**src/hdl/efd_pkg.sv**
```systemverilog
// ----------------------------------------------------------------------------
// efd_pkg
// Shared constants and types for the escaped frame deframer.
// ----------------------------------------------------------------------------
`default_nettype none

package efd_pkg;

    localparam int MAX_FRAME_DEF = 64;
    localparam int LEN_W         = 7;
    localparam int CFG_IDX_W     = 2;
    localparam int CFG_DATA_W    = 8;

    localparam logic [7:0] ESCAPE_RESET = 8'h48;
    localparam logic [7:0] START_RESET  = 8'h10;

    localparam logic [CFG_IDX_W-1:0] REG_ESCAPE = 2'd0;
    localparam logic [CFG_IDX_W-1:0] REG_START  = 2'd1;

    typedef struct packed {
        logic             valid;
        logic [LEN_W-1:0] len;
    } drain_req_t;

endpackage

`default_nettype wire

```
**src/hdl/efd_ram.sv**
```systemverilog
// ----------------------------------------------------------------------------
// efd_ram
// Generic simple dual-port RAM, one write port, one registered read port.
// ----------------------------------------------------------------------------
`default_nettype none

module efd_ram #(
    parameter int WIDTH = 8,
    parameter int DEPTH = 64,
    parameter int AW    = (DEPTH > 1) ? $clog2(DEPTH) : 1
) (
    input  wire logic             clk,
    input  wire logic             we,
    input  wire logic [AW-1:0]    waddr,
    input  wire logic [WIDTH-1:0] wdata,
    input  wire logic             re,
    input  wire logic [AW-1:0]    raddr,
    output logic      [WIDTH-1:0] rdata
);

    logic [WIDTH-1:0] mem [DEPTH];

    always_ff @(posedge clk)
    begin
        if (we)
        begin
            mem[waddr] <= wdata;
        end
        if (re)
        begin
            rdata <= mem[raddr];
        end
    end

endmodule

`default_nettype wire

```
**src/hdl/efd_parser.sv**
```systemverilog
// ----------------------------------------------------------------------------
// efd_parser
// Escape/start parser: tracks phase, writes payload bytes into the buffer
// RAM and hands a drain request to the drain unit on frame close.
// ----------------------------------------------------------------------------
`default_nettype none

module efd_parser
    import efd_pkg::*;
#(
    parameter int MAX_FRAME = MAX_FRAME_DEF,
    parameter int AW        = (MAX_FRAME > 1) ? $clog2(MAX_FRAME) : 1
) (
    input  wire logic                  clk,
    input  wire logic                  rst_n,
    input  wire logic                  cfg_we,
    input  wire logic [CFG_IDX_W-1:0]  cfg_index,
    input  wire logic [CFG_DATA_W-1:0] cfg_data,
    input  wire logic                  in_valid,
    input  wire logic                  in_ready,
    input  wire logic [7:0]            byte_in,
    output logic                       wr_en,
    output logic      [AW-1:0]         wr_addr,
    output logic      [7:0]            wr_data,
    output drain_req_t                 req
);

    typedef enum logic [1:0] {
        HUNT,
        HUNT_ESC,
        FRAME,
        FRAME_ESC
    } phase_t;

    localparam logic [LEN_W-1:0] MAX_LEN = LEN_W'(MAX_FRAME);

    phase_t           phase_reg, phase_next;
    logic [LEN_W-1:0] cnt_reg, cnt_next;
    logic [7:0]       esc_reg, start_reg;
    logic             accept, is_esc, is_start, do_store;

    assign accept   = in_valid && in_ready;
    assign is_esc   = (byte_in == esc_reg);
    assign is_start = (byte_in == start_reg);
    assign wr_addr  = cnt_reg[AW-1:0];
    assign wr_data  = byte_in;

    always_comb
    begin
        phase_next = phase_reg;
        cnt_next   = cnt_reg;
        do_store   = 1'b0;
        wr_en      = 1'b0;
        req        = '0;
        if (accept)
        begin
            case (phase_reg)
                HUNT:
                begin
                    if (is_esc)
                    begin
                        phase_next = HUNT_ESC;
                    end
                end
                HUNT_ESC:
                begin
                    if (is_start)
                    begin
                        cnt_next   = '0;
                        phase_next = FRAME;
                    end
                    else
                    begin
                        phase_next = HUNT;
                    end
                end
                FRAME:
                begin
                    if (is_esc)
                    begin
                        phase_next = FRAME_ESC;
                    end
                    else
                    begin
                        do_store = 1'b1;
                    end
                end
                FRAME_ESC:
                begin
                    if (is_start)
                    begin
                        req.valid  = (cnt_reg != '0);
                        req.len    = cnt_reg;
                        cnt_next   = '0;
                        phase_next = HUNT;
                    end
                    else if (is_esc)
                    begin
                        do_store = 1'b1;
                    end
                    else
                    begin
                        cnt_next   = '0;
                        phase_next = HUNT;
                    end
                end
                default:
                begin
                    phase_next = HUNT;
                end
            endcase
            if (do_store)
            begin
                if (cnt_reg >= MAX_LEN)
                begin
                    cnt_next   = '0;
                    phase_next = HUNT;
                end
                else
                begin
                    wr_en      = 1'b1;
                    cnt_next   = cnt_reg + LEN_W'(1);
                    phase_next = FRAME;
                end
            end
        end
    end

    always_ff @(posedge clk or negedge rst_n)
    begin
        if (!rst_n)
        begin
            phase_reg <= HUNT;
            cnt_reg   <= '0;
            esc_reg   <= ESCAPE_RESET;
            start_reg <= START_RESET;
        end
        else
        begin
            phase_reg <= phase_next;
            cnt_reg   <= cnt_next;
            if (cfg_we)
            begin
                case (cfg_index)
                    REG_ESCAPE: esc_reg   <= cfg_data;
                    REG_START:  start_reg <= cfg_data;
                    default:    ;
                endcase
            end
        end
    end

    a_wr_in_range: assert property (@(posedge clk) disable iff (!rst_n)
        wr_en |-> (cnt_reg < MAX_LEN))
        else $error("payload write beyond buffer");

    a_req_nonempty: assert property (@(posedge clk) disable iff (!rst_n)
        req.valid |-> (req.len != '0 && req.len <= MAX_LEN))
        else $error("drain request with bad length");

    a_cnt_bound: assert property (@(posedge clk) disable iff (!rst_n)
        cnt_reg <= MAX_LEN)
        else $error("payload count overflow");

    a_close_clears: assert property (@(posedge clk) disable iff (!rst_n)
        req.valid |=> (cnt_reg == '0 && phase_reg == HUNT))
        else $error("frame close did not reset parser");

endmodule

`default_nettype wire

```
**src/hdl/efd_drain.sv**
```systemverilog
// ----------------------------------------------------------------------------
// efd_drain
// Frame drain: reads the buffer RAM in order and feeds a two-entry
// output queue; marks the final byte of the run.
// ----------------------------------------------------------------------------
`default_nettype none

module efd_drain
    import efd_pkg::*;
#(
    parameter int MAX_FRAME = MAX_FRAME_DEF,
    parameter int AW        = (MAX_FRAME > 1) ? $clog2(MAX_FRAME) : 1
) (
    input  wire logic             clk,
    input  wire logic             rst_n,
    input  wire drain_req_t       req,
    output logic                  busy,
    output logic                  rd_en,
    output logic      [AW-1:0]    rd_addr,
    input  wire logic [7:0]       rd_data,
    output logic                  out_valid,
    input  wire logic             out_ready,
    output logic      [7:0]       data_out,
    output logic                  frame_last
);

    logic             busy_reg, busy_next;
    logic [LEN_W-1:0] len_reg, len_next;
    logic [LEN_W-1:0] addr_reg, addr_next;
    logic             pend_reg, pend_last_reg;
    logic [1:0]       occ_reg, occ_next, occ_after;
    logic [7:0]       data0_reg, data0_next, data1_reg, data1_next;
    logic             last0_reg, last0_next, last1_reg, last1_next;
    logic             pop, space, issue, is_last;

    assign out_valid  = (occ_reg != 2'd0);
    assign data_out   = data0_reg;
    assign frame_last = last0_reg;
    assign busy       = busy_reg;

    assign pop       = out_valid && out_ready;
    assign occ_after = occ_reg - {1'b0, pop};
    // room for a read issued now must hold even if nothing pops next cycle
    assign space     = ((occ_after + {1'b0, pend_reg}) < 2'd2);
    assign issue     = busy_reg && space;
    assign is_last   = (addr_reg == (len_reg - LEN_W'(1)));
    assign rd_en     = issue;
    assign rd_addr   = addr_reg[AW-1:0];

    always_comb
    begin
        busy_next = busy_reg;
        len_next  = len_reg;
        addr_next = addr_reg;
        if (req.valid)
        begin
            busy_next = 1'b1;
            len_next  = req.len;
            addr_next = '0;
        end
        else if (issue)
        begin
            addr_next = addr_reg + LEN_W'(1);
            if (is_last)
            begin
                busy_next = 1'b0;
            end
        end
    end

    always_comb
    begin
        data0_next = data0_reg;
        data1_next = data1_reg;
        last0_next = last0_reg;
        last1_next = last1_reg;
        if (pop)
        begin
            data0_next = data1_reg;
            last0_next = last1_reg;
        end
        if (pend_reg)
        begin
            if (occ_after == 2'd0)
            begin
                data0_next = rd_data;
                last0_next = pend_last_reg;
            end
            else
            begin
                data1_next = rd_data;
                last1_next = pend_last_reg;
            end
        end
        occ_next = occ_after + {1'b0, pend_reg};
    end

    always_ff @(posedge clk or negedge rst_n)
    begin
        if (!rst_n)
        begin
            busy_reg      <= 1'b0;
            len_reg       <= '0;
            addr_reg      <= '0;
            pend_reg      <= 1'b0;
            pend_last_reg <= 1'b0;
            occ_reg       <= 2'd0;
        end
        else
        begin
            busy_reg      <= busy_next;
            len_reg       <= len_next;
            addr_reg      <= addr_next;
            pend_reg      <= issue;
            pend_last_reg <= issue && is_last;
            occ_reg       <= occ_next;
        end
    end

    always_ff @(posedge clk)
    begin
        data0_reg <= data0_next;
        data1_reg <= data1_next;
        last0_reg <= last0_next;
        last1_reg <= last1_next;
    end

    a_occ_bound: assert property (@(posedge clk) disable iff (!rst_n)
        occ_reg != 2'd3)
        else $error("output queue overflow");

    a_push_room: assert property (@(posedge clk) disable iff (!rst_n)
        pend_reg |-> (occ_reg != 2'd2 || pop))
        else $error("read data arrives with no queue room");

    a_req_idle: assert property (@(posedge clk) disable iff (!rst_n)
        req.valid |-> !busy_reg)
        else $error("drain request while draining");

    a_req_busy: assert property (@(posedge clk) disable iff (!rst_n)
        req.valid |=> busy_reg)
        else $error("drain did not start");

endmodule

`default_nettype wire

```
**src/hdl/escaped_frame_deframer_unit.sv**
```systemverilog
// ----------------------------------------------------------------------------
// escaped_frame_deframer_unit
// Byte-stuffed frame recovery: escape+start delimits frames, doubled escape
// is a literal escape byte; completed payloads come out as a flagged run.
// ----------------------------------------------------------------------------
//
//  channel  signals                                     direction
//  -------  ------------------------------------------  ---------
//  input    in_valid, in_ready, byte_in                 in
//  output   out_valid, out_ready, data_out, frame_last  out
//  config   cfg_we, cfg_index, cfg_data                 in
//
//  One input byte per cycle while parsing.
//  A frame close of N bytes drains the buffer RAM at up to one byte per cycle;
//  in_ready is low after the close while the RAM read
//  port walks the buffer, and longer while out_ready holds the queue full.
//  The first byte of a run is offered once it is read into the output queue.
//  Reset: phase hunting, count zero, codes 0x48 / 0x10; buffer not cleared.
// ----------------------------------------------------------------------------
`default_nettype none

module escaped_frame_deframer_unit
    import efd_pkg::*;
#(
    parameter int MAX_FRAME = MAX_FRAME_DEF
) (
    input  wire logic                  clk,
    input  wire logic                  rst_n,
    input  wire logic                  cfg_we,
    input  wire logic [CFG_IDX_W-1:0]  cfg_index,
    input  wire logic [CFG_DATA_W-1:0] cfg_data,
    input  wire logic                  in_valid,
    output logic                       in_ready,
    input  wire logic [7:0]            byte_in,
    output logic                       out_valid,
    input  wire logic                  out_ready,
    output logic      [7:0]            data_out,
    output logic                       frame_last
);

    localparam int AW = (MAX_FRAME > 1) ? $clog2(MAX_FRAME) : 1;

    drain_req_t       req;
    logic             busy;
    logic             wr_en, rd_en;
    logic [AW-1:0]    wr_addr, rd_addr;
    logic [7:0]       wr_data, rd_data;

    assign in_ready = !busy;

    efd_parser #(
        .MAX_FRAME (MAX_FRAME),
        .AW        (AW)
    ) u_parser (
        .clk       (clk),
        .rst_n     (rst_n),
        .cfg_we    (cfg_we),
        .cfg_index (cfg_index),
        .cfg_data  (cfg_data),
        .in_valid  (in_valid),
        .in_ready  (in_ready),
        .byte_in   (byte_in),
        .wr_en     (wr_en),
        .wr_addr   (wr_addr),
        .wr_data   (wr_data),
        .req       (req)
    );

    efd_ram #(
        .WIDTH (8),
        .DEPTH (MAX_FRAME),
        .AW    (AW)
    ) u_ram (
        .clk   (clk),
        .we    (wr_en),
        .waddr (wr_addr),
        .wdata (wr_data),
        .re    (rd_en),
        .raddr (rd_addr),
        .rdata (rd_data)
    );

    efd_drain #(
        .MAX_FRAME (MAX_FRAME),
        .AW        (AW)
    ) u_drain (
        .clk        (clk),
        .rst_n      (rst_n),
        .req        (req),
        .busy       (busy),
        .rd_en      (rd_en),
        .rd_addr    (rd_addr),
        .rd_data    (rd_data),
        .out_valid  (out_valid),
        .out_ready  (out_ready),
        .data_out   (data_out),
        .frame_last (frame_last)
    );

endmodule

`default_nettype wire

```
**config.mk**
```make
export PLATFORM = sky130hd
export DESIGN_NAME = escaped_frame_deframer_unit
export DESIGN_NICKNAME = d
export VERILOG_FILES = /design/src/hdl/efd_pkg.sv /design/src/hdl/efd_ram.sv /design/src/hdl/efd_parser.sv /design/src/hdl/efd_drain.sv /design/src/hdl/escaped_frame_deframer_unit.sv
export SDC_FILE = /design/constraint.sdc
export NUM_CORES = 1
export LEC_CHECK = 0
export BUFFER_PORTS_ARGS = -buffer_cell sky130_fd_sc_hd__buf_2
export CORE_MARGIN = 2
export CORE_UTILIZATION = 43
export CTS_CLUSTER_SIZE = 16
export DETAILED_ROUTE_END_ITERATION = 10
export MAX_ROUTING_LAYER = met4
export SLEW_MARGIN = 20
export SYNTH_ARGS = -nofsm -noshare
export SYNTH_HDL_FRONTEND = slang
export SYNTH_SLANG_ARGS = --single-unit
```
**constraint.sdc**
```tcl
create_clock -name clk -period 5.6 [get_ports clk]
set_clock_uncertainty 0.2 [all_clocks]
set_input_delay 0.28 -clock clk [delete_from_list [all_inputs] [get_ports clk]]
set_output_delay 0.28 -clock clk [all_outputs]
set_load 0.05 [all_outputs]
```
After elaboration in Yosys (flattened, before gate mapping)
Memories as Yosys holds them, arrays and structs flattened. A register that Yosys moved wholly into a read port is not among the register bits.
Cells that the tools add are included.
Widths: inputs -> output; s select.

storage, ports and cells
  register bits = 62
  bits in latches = 0
  bits in writable memories = 512
  ROM bits = 0
  bits of input ports = 23
  output and inout bits = 11
  logic and storage cells = 91
  memories = 1

cells by class
  add/subtract/negate cells = 5
  multipliers = 0
  div/mod/pow operators = 0
  magnitude comparators = 2
  equality and inequality tests = 11
  shift-type cells = 0
  multiplexer cells = 38
  bitwise gates (word level) = 1
  reduce and logical (&&, ||, !) cells = 19

memory list
  memory     depth  width  rd ports  clocked after memory_dff  write ports  RTL line       source
  u_ram.mem  64     8      1         1                         1            efd_ram.sv:21  logic [WIDTH-1:0] mem [DEPTH];

operators by type and width
  kind                 number
  $mux 7               7
  $mux 8               6
  $eq 8x8->1           2
  $mux 1               15
  $add 7x1->7 const B  2
  $mux 2               7
  $pmux 7 s2           1
  $ne 3x1->1 const B   3
  $pmux 2 s4           1
  $reduce_and 2->1     4
  $reduce_and 4->1     2
  $eq 7x7->1           1
  $ge 7x7->1 const B   1
  $reduce_bool 7->1    1
  $sub 7x1->7 const B  1
  $logic_not 2->1      3
  $reduce_bool 2->1    3
  $eq 2x1->1 const B   2
  $eq 2x2->1 const B   2
  $logic_and 1x1->1    4
  $ne 4x4->1 const B   1
  $reduce_bool 3->1    1
  $add 2x1->2          1
  $lt 2x2->1 const B   1
  other kinds (4)      4

Longest topological paths before layout
  depth in word-level cells = 9
  gate-level depth with buffers = 13
  gate-level depth less buffers = 11

Cells and area by module
From an unflattened synthesis, not the netlist that was laid out.

second synthesis, totals
  cells, all modules = 1229
  area total of the unflattened synthesis = 23497.5 µm²

by module, submodules not included
  module                       instances  cells an instance  area an instance (µm²)  sequential area each (µm²)
  efd_ram                      1          940                20246.9                 15615.0
  efd_drain                    1          151                1725.4                  925.9
  efd_parser                   1          137                1521.5                  629.4
  escaped_frame_deframer_unit  1          1                  3.8                     0.0

Least setup slack after synthesis
Ideal clock, no wire load.

  path type = reg-to-reg
  start = register u_drain.occ_reg[0]
  end = register u_drain.addr_reg[6]
  setup time = 0.078 ns
  arrival = 3.106 ns
  data required time = 5.322 ns
  setup slack = 2.216 ns
  stages on the path, launching flop included = 14
  clock period less this slack = 3.384 ns
  cell sequence = dfrtp_1 -> or2_2 -> clkbuf_1 -> nand2_1 -> inv_1 -> ha_1 -> inv_1 -> ha_1 -> xor2_1 -> and2_1 -> buf_2 -> nand3_1 -> or3_1 -> a21oi_1

on the way
  word-level cells in the longest chain between the ends = 7

ends and longest elaborated chain
  item                                RTL line                           source
  start, declared                     efd_drain.sv:31                    logic [1:0] occ_reg, occ_next, occ_after;
  start signal, assigned              efd_drain.sv:116                   occ_reg <= occ_next;
  $reduce_bool 2->1                   efd_drain.sv:36                    assign out_valid = (occ_reg != 2'd0);
  via out_valid                       escaped_frame_deframer_unit.sv:35  output logic out_valid,
  $logic_and 1x1->1                   efd_drain.sv:41                    assign pop = out_valid && out_ready;
  $sub 2x1->2                         efd_drain.sv:42                    assign occ_after = occ_reg - {1'b0, pop};
  $add 2x1->2                         efd_drain.sv:44                    assign space = ((occ_after + {1'b0, pend_reg}) < 2'd2);
  $lt 2x2->1                          efd_drain.sv:44
  $logic_and 1x1->1                   efd_drain.sv:45                    assign issue = busy_reg && space;
  via rd_en                           escaped_frame_deframer_unit.sv:45  logic wr_en, rd_en;
  $reduce_bool 2->1 (no source line)  -
  end signal, assigned                efd_drain.sv:113                   addr_reg <= addr_next;
  end, declared                       efd_drain.sv:29                    logic [LEN_W-1:0] addr_reg, addr_next;

The timed path passes the listed nets, and every way through them passes these cells.
A chain may end at the register's enable or synchronous reset.

Worst setup path in the final report
  start = register u_drain.occ_reg[0]
  end = register u_drain.busy_reg, in the netlist u_drain.busy

on the way
  word-level cells in the longest chain between the ends = 8

ends and longest elaborated chain
  item                                    RTL line          source
  $reduce_bool 2->1                       efd_drain.sv:36
  $logic_and 1x1->1                       efd_drain.sv:41
  $sub 2x1->2 (*)                         efd_drain.sv:42
  $add 2x1->2 (*)                         efd_drain.sv:44
  $lt 2x2->1 (*)                          efd_drain.sv:44
  $logic_and 1x1->1 (*)                   efd_drain.sv:45
  $reduce_bool 2->1 (no source line) (*)  -
  $reduce_and 2->1 (no source line) (*)   -
  end signal, assigned                    efd_drain.sv:111  busy_reg <= busy_next;
  end, declared                           efd_drain.sv:27   logic busy_reg, busy_next;

Mark *: on every way between the ends. The rest lies on a longest branch, timed or not.

==> impl_metrics.csv <==
group,metric,value,unit
drt,drc_errors,0,
worst_setup_path,critPathArrivalTime,4.26,ns
min_path,holdCritPathClass,"input pin to asynchronous set/reset pin",
drt,drt-total-wl,54800,um
worst_setup_path,rrSetupSlack,1.59,ns
clock_network,root_buffer,"clkbuf_16",
yosys,synthCells,1183,
floorplanning,dieArea,55800,um2
worst_setup_path,reg2reg_from,"u_drain.occ_reg[0]",
sta,slew_viol_final,0,
sta,tightest_slew,1.05,ns
sta,period_needed,4.01,ns
clock_network,worst_skew_pair.late_latency,0.62,ns
sta,clock.fmax,249,MHz
final_layout,fin_nets,1310,
drt,vias_per_cell,5.82,
pwr,leakage,0.00854,uW
place,dp_hpwl,33300,um
drt,ant_nets,0,
global_routing,grt_pass1_vias,11900,
yosys,netlist_area,23200,um2
yosys,synth_area_per_cell,19.6,um2
final_layout,drive_gt1_share,27.8,%
global_routing,grt_use_total,20.6,%
floorplanning,start_util,43.3,%
yosys,yosysUniqueCellTypes,54,
yosys,synth_fp_nets,1212,
clock_network,numCtsBuffers,57,
yosys,ys_warn_count,0,
sta,whs,0.0846,ns
worst_setup_path,worstSetupEndpointType,"flip-flop",
yosys,async_flop_share,7.56,%
sta,finalSetupViolations,0,
final_layout,largest_register,"u_ram.mem",
clock_network,cts_resized,0,
worst_setup_path,start_kind,"flip-flop",
floorplanning,die_x,236,um
pwr,power_density,461,nW/um2
global_routing,antenna_found_initial,2,
place,gp_congestion,0.830,
run,maxCapViolations,0,
run_status,status,"complete, no violations",
yosys,ys.flop_type,"edfxtp_1",
worst_setup_path,worst-setup-path-type,"flip-flop to flip-flop",
drt,dr_total_vias,11800,
place,dp_slack,1.52,ns
sta,fin_tns_setup,0,ns
worst_setup_path,r2r_end,"u_drain.busy",
global_routing,grt_max_degree,72,
sta,relSlewSlack,28.1,%
clock_network,htree_levels,2,
clock_network,cts_num_sinks,582,
sta,timing.final.hold_violations,0,
pwr,vdd_drop_max,0.000264,V
clock_network,cts.path.max_buffers,3,
drt,wire_per_inst,27.1,um
drt,drt_iter0_markers,1273,
floorplanning,io_pins,34,
place,io_buffers,33,
sta,post-route-period-util,71.6,%
drt,dr.pass1.iters,6,
sta,setup_ws,1.59,ns
sta,rsz0062_at_grt,"no",
yosys,synth-seq-cells,582,
worst_setup_path,reg2regPathDepth,11,
final_layout,area_growth,13.8,%
worst_setup_path,worst-endpoint-required,5.86,ns
clock_network,cts_tree,"built",
yosys,seq_area_frac_synth,74.0,%
final_layout,post-route-util,49.3,%
worst_setup_path,critPathMaxFanout,14,
global_routing,grt_overflow,0,
global_routing,grt_pass1_wl,81000,um
floorplanning,rows,85,
clock_network,clk_pin_slew_worst_paths,0.06,ns
final_layout,largest_reg_flops,512,
yosys,synth_edf_count,529,
floorplanning,die_h,236,um
floorplanning,coreArea,53600,um2
## cell usage after synthesis, drive strengths merged, types with 21 or more instances
library cell | instances | area (um2)
edfxtp | 529 | 15900
mux4 | 133 | 3000
nand2 | 51 | 199
nor4 | 50 | 363
dfrtp | 41 | 1030
buf | 38 | 260
clkbuf | 31 | 116
nor2 | 26 | 97.6
nor3 | 25 | 125
a22o | 22 | 193
mux2i | 21 | 223
## final cells by class
cell class                 instances  area (um2)
antenna                            2        5.00
fill                            4355       27200
timing repair buffer             108         783
sequential                       582       17200
multi-input combinational        515        5720
clock inverter                    28         230
clock buffer                      74        1550
inverter                          17        63.8
tap                              696         871
## stage by stage
| step | power, uW | area, um2 | instances |
|---|---|---|---|
| floorplan | 7560 | 23200 | 1183 |
| global placement | 8560 | 24500 | 1906 |
| detailed placement | 8590 | 24500 | 1906 |
| CTS | 12300 | 26400 | 2020 |
| global route | 12600 | 26400 | 2022 |
| finish | 12200 | 26400 | 2022 |
## routing by layer
layer  vias up  track usage, %  wire (um)  share of wire [%]
met1      6160            28.4      23900                 44
met5         -               -          0                  0
met3       100            3.90       3440                6.3
li1       5080               -          -                  -
met4         0            6.27       1560                2.8
met2       419            31.2      25900                 47
## worst max-delay path by stage
stage / startpoint / to / cells past startpoint
2_1_floorplan: u_drain.occ_reg[0] / u_drain.addr_reg[6] / 13
3_3_place_gp: byte_in[2] / u_ram.mem[50][6] / 8
3_5_place_dp: byte_in[5] / u_ram.mem[50][2] / 8
4_1_cts: u_drain.occ_reg[0] / u_drain.busy / 11
5_1_grt: u_drain.occ_reg[0] / u_drain.busy / 11
6_report: u_drain.occ_reg[0] / u_drain.busy / 11
## placed cells by master, fill, tap and decap left out, types with 4 or more instances in the layout
| master | synthesis | final |
|---|---|---|
| edfxtp_1 | 529 | 529 |
| mux4_2 | 133 | 133 |
| buf_4 | 2 | 61 |
| clkbuf_16 | 0 | 59 |
| nand2_1 | 50 | 50 |
| dfrtp_1 | 41 | 38 |
| buf_2 | 19 | 33 |
| nor4_2 | 8 | 26 |
| nor2_1 | 26 | 25 |
| nor3_1 | 25 | 25 |
| nor4_1 | 42 | 24 |
| a22o_1 | 22 | 22 |
| mux2i_1 | 20 | 20 |
| mux2_2 | 18 | 18 |
| a21oi_1 | 18 | 18 |
| nand3_1 | 18 | 18 |
| xnor2_1 | 17 | 17 |
| o21ai_0 | 16 | 16 |
| xor2_1 | 16 | 16 |
| inv_1 | 15 | 15 |
| clkbuf_1 | 31 | 13 |
| a221oi_1 | 12 | 12 |
| dlygate4sd3_1 | 0 | 12 |
| or3_1 | 9 | 9 |
| clkinv_1 | 1 | 9 |
| clkinv_2 | 0 | 9 |
| dfxtp_1 | 9 | 9 |
| o221ai_1 | 7 | 7 |
| nor2b_1 | 6 | 6 |
| a22oi_1 | 6 | 6 |
| a31oi_1 | 6 | 6 |
| ha_1 | 6 | 6 |
| nand4_1 | 4 | 4 |
| clkinvlp_4 | 0 | 4 |
## kinds of logic (layout without fill, tap and decap cells)
logic type	count (synthesis)	in the layout	synth area share (%)
simple gates	202	202	4.65
mux	172	172	14.7
compound gates	102	102	3.16
other cells	0	2	0
flops	582	582	74.0
fa+ha+maj	6	6	0.323
buf+inv	86	227	1.90
xor+xnor	33	33	1.25
## report_power, final
part / switching (uW) / total (uW) / leakage [uW] / internal, uW
clock: 1600 / 3680 / 0.000865 / 2090
sequential: 336 / 5300 / 0.00536 / 4970
combinational: 1770 / 3180 / 0.00232 / 1410
## timing repair
item | CTS | global route
hold buffers | 12 | 0
setup buffers | 0 | 0
hold endpoints to repair | 60 | 0
## critical path, cell delays in order, from the launching register on
cell and delay, ns:
dfrtp_1 0.37, or2_2 0.31, nand2_1 0.42, inv_1 0.10
ha_1 0.33, inv_1 0.05, ha_1 0.18, xor2_1 0.22
and2_1 0.57, nand2_1 0.09, a2111oi_0 0.85, o21ai_0 0.16
(Power assumes the default switching activity.)
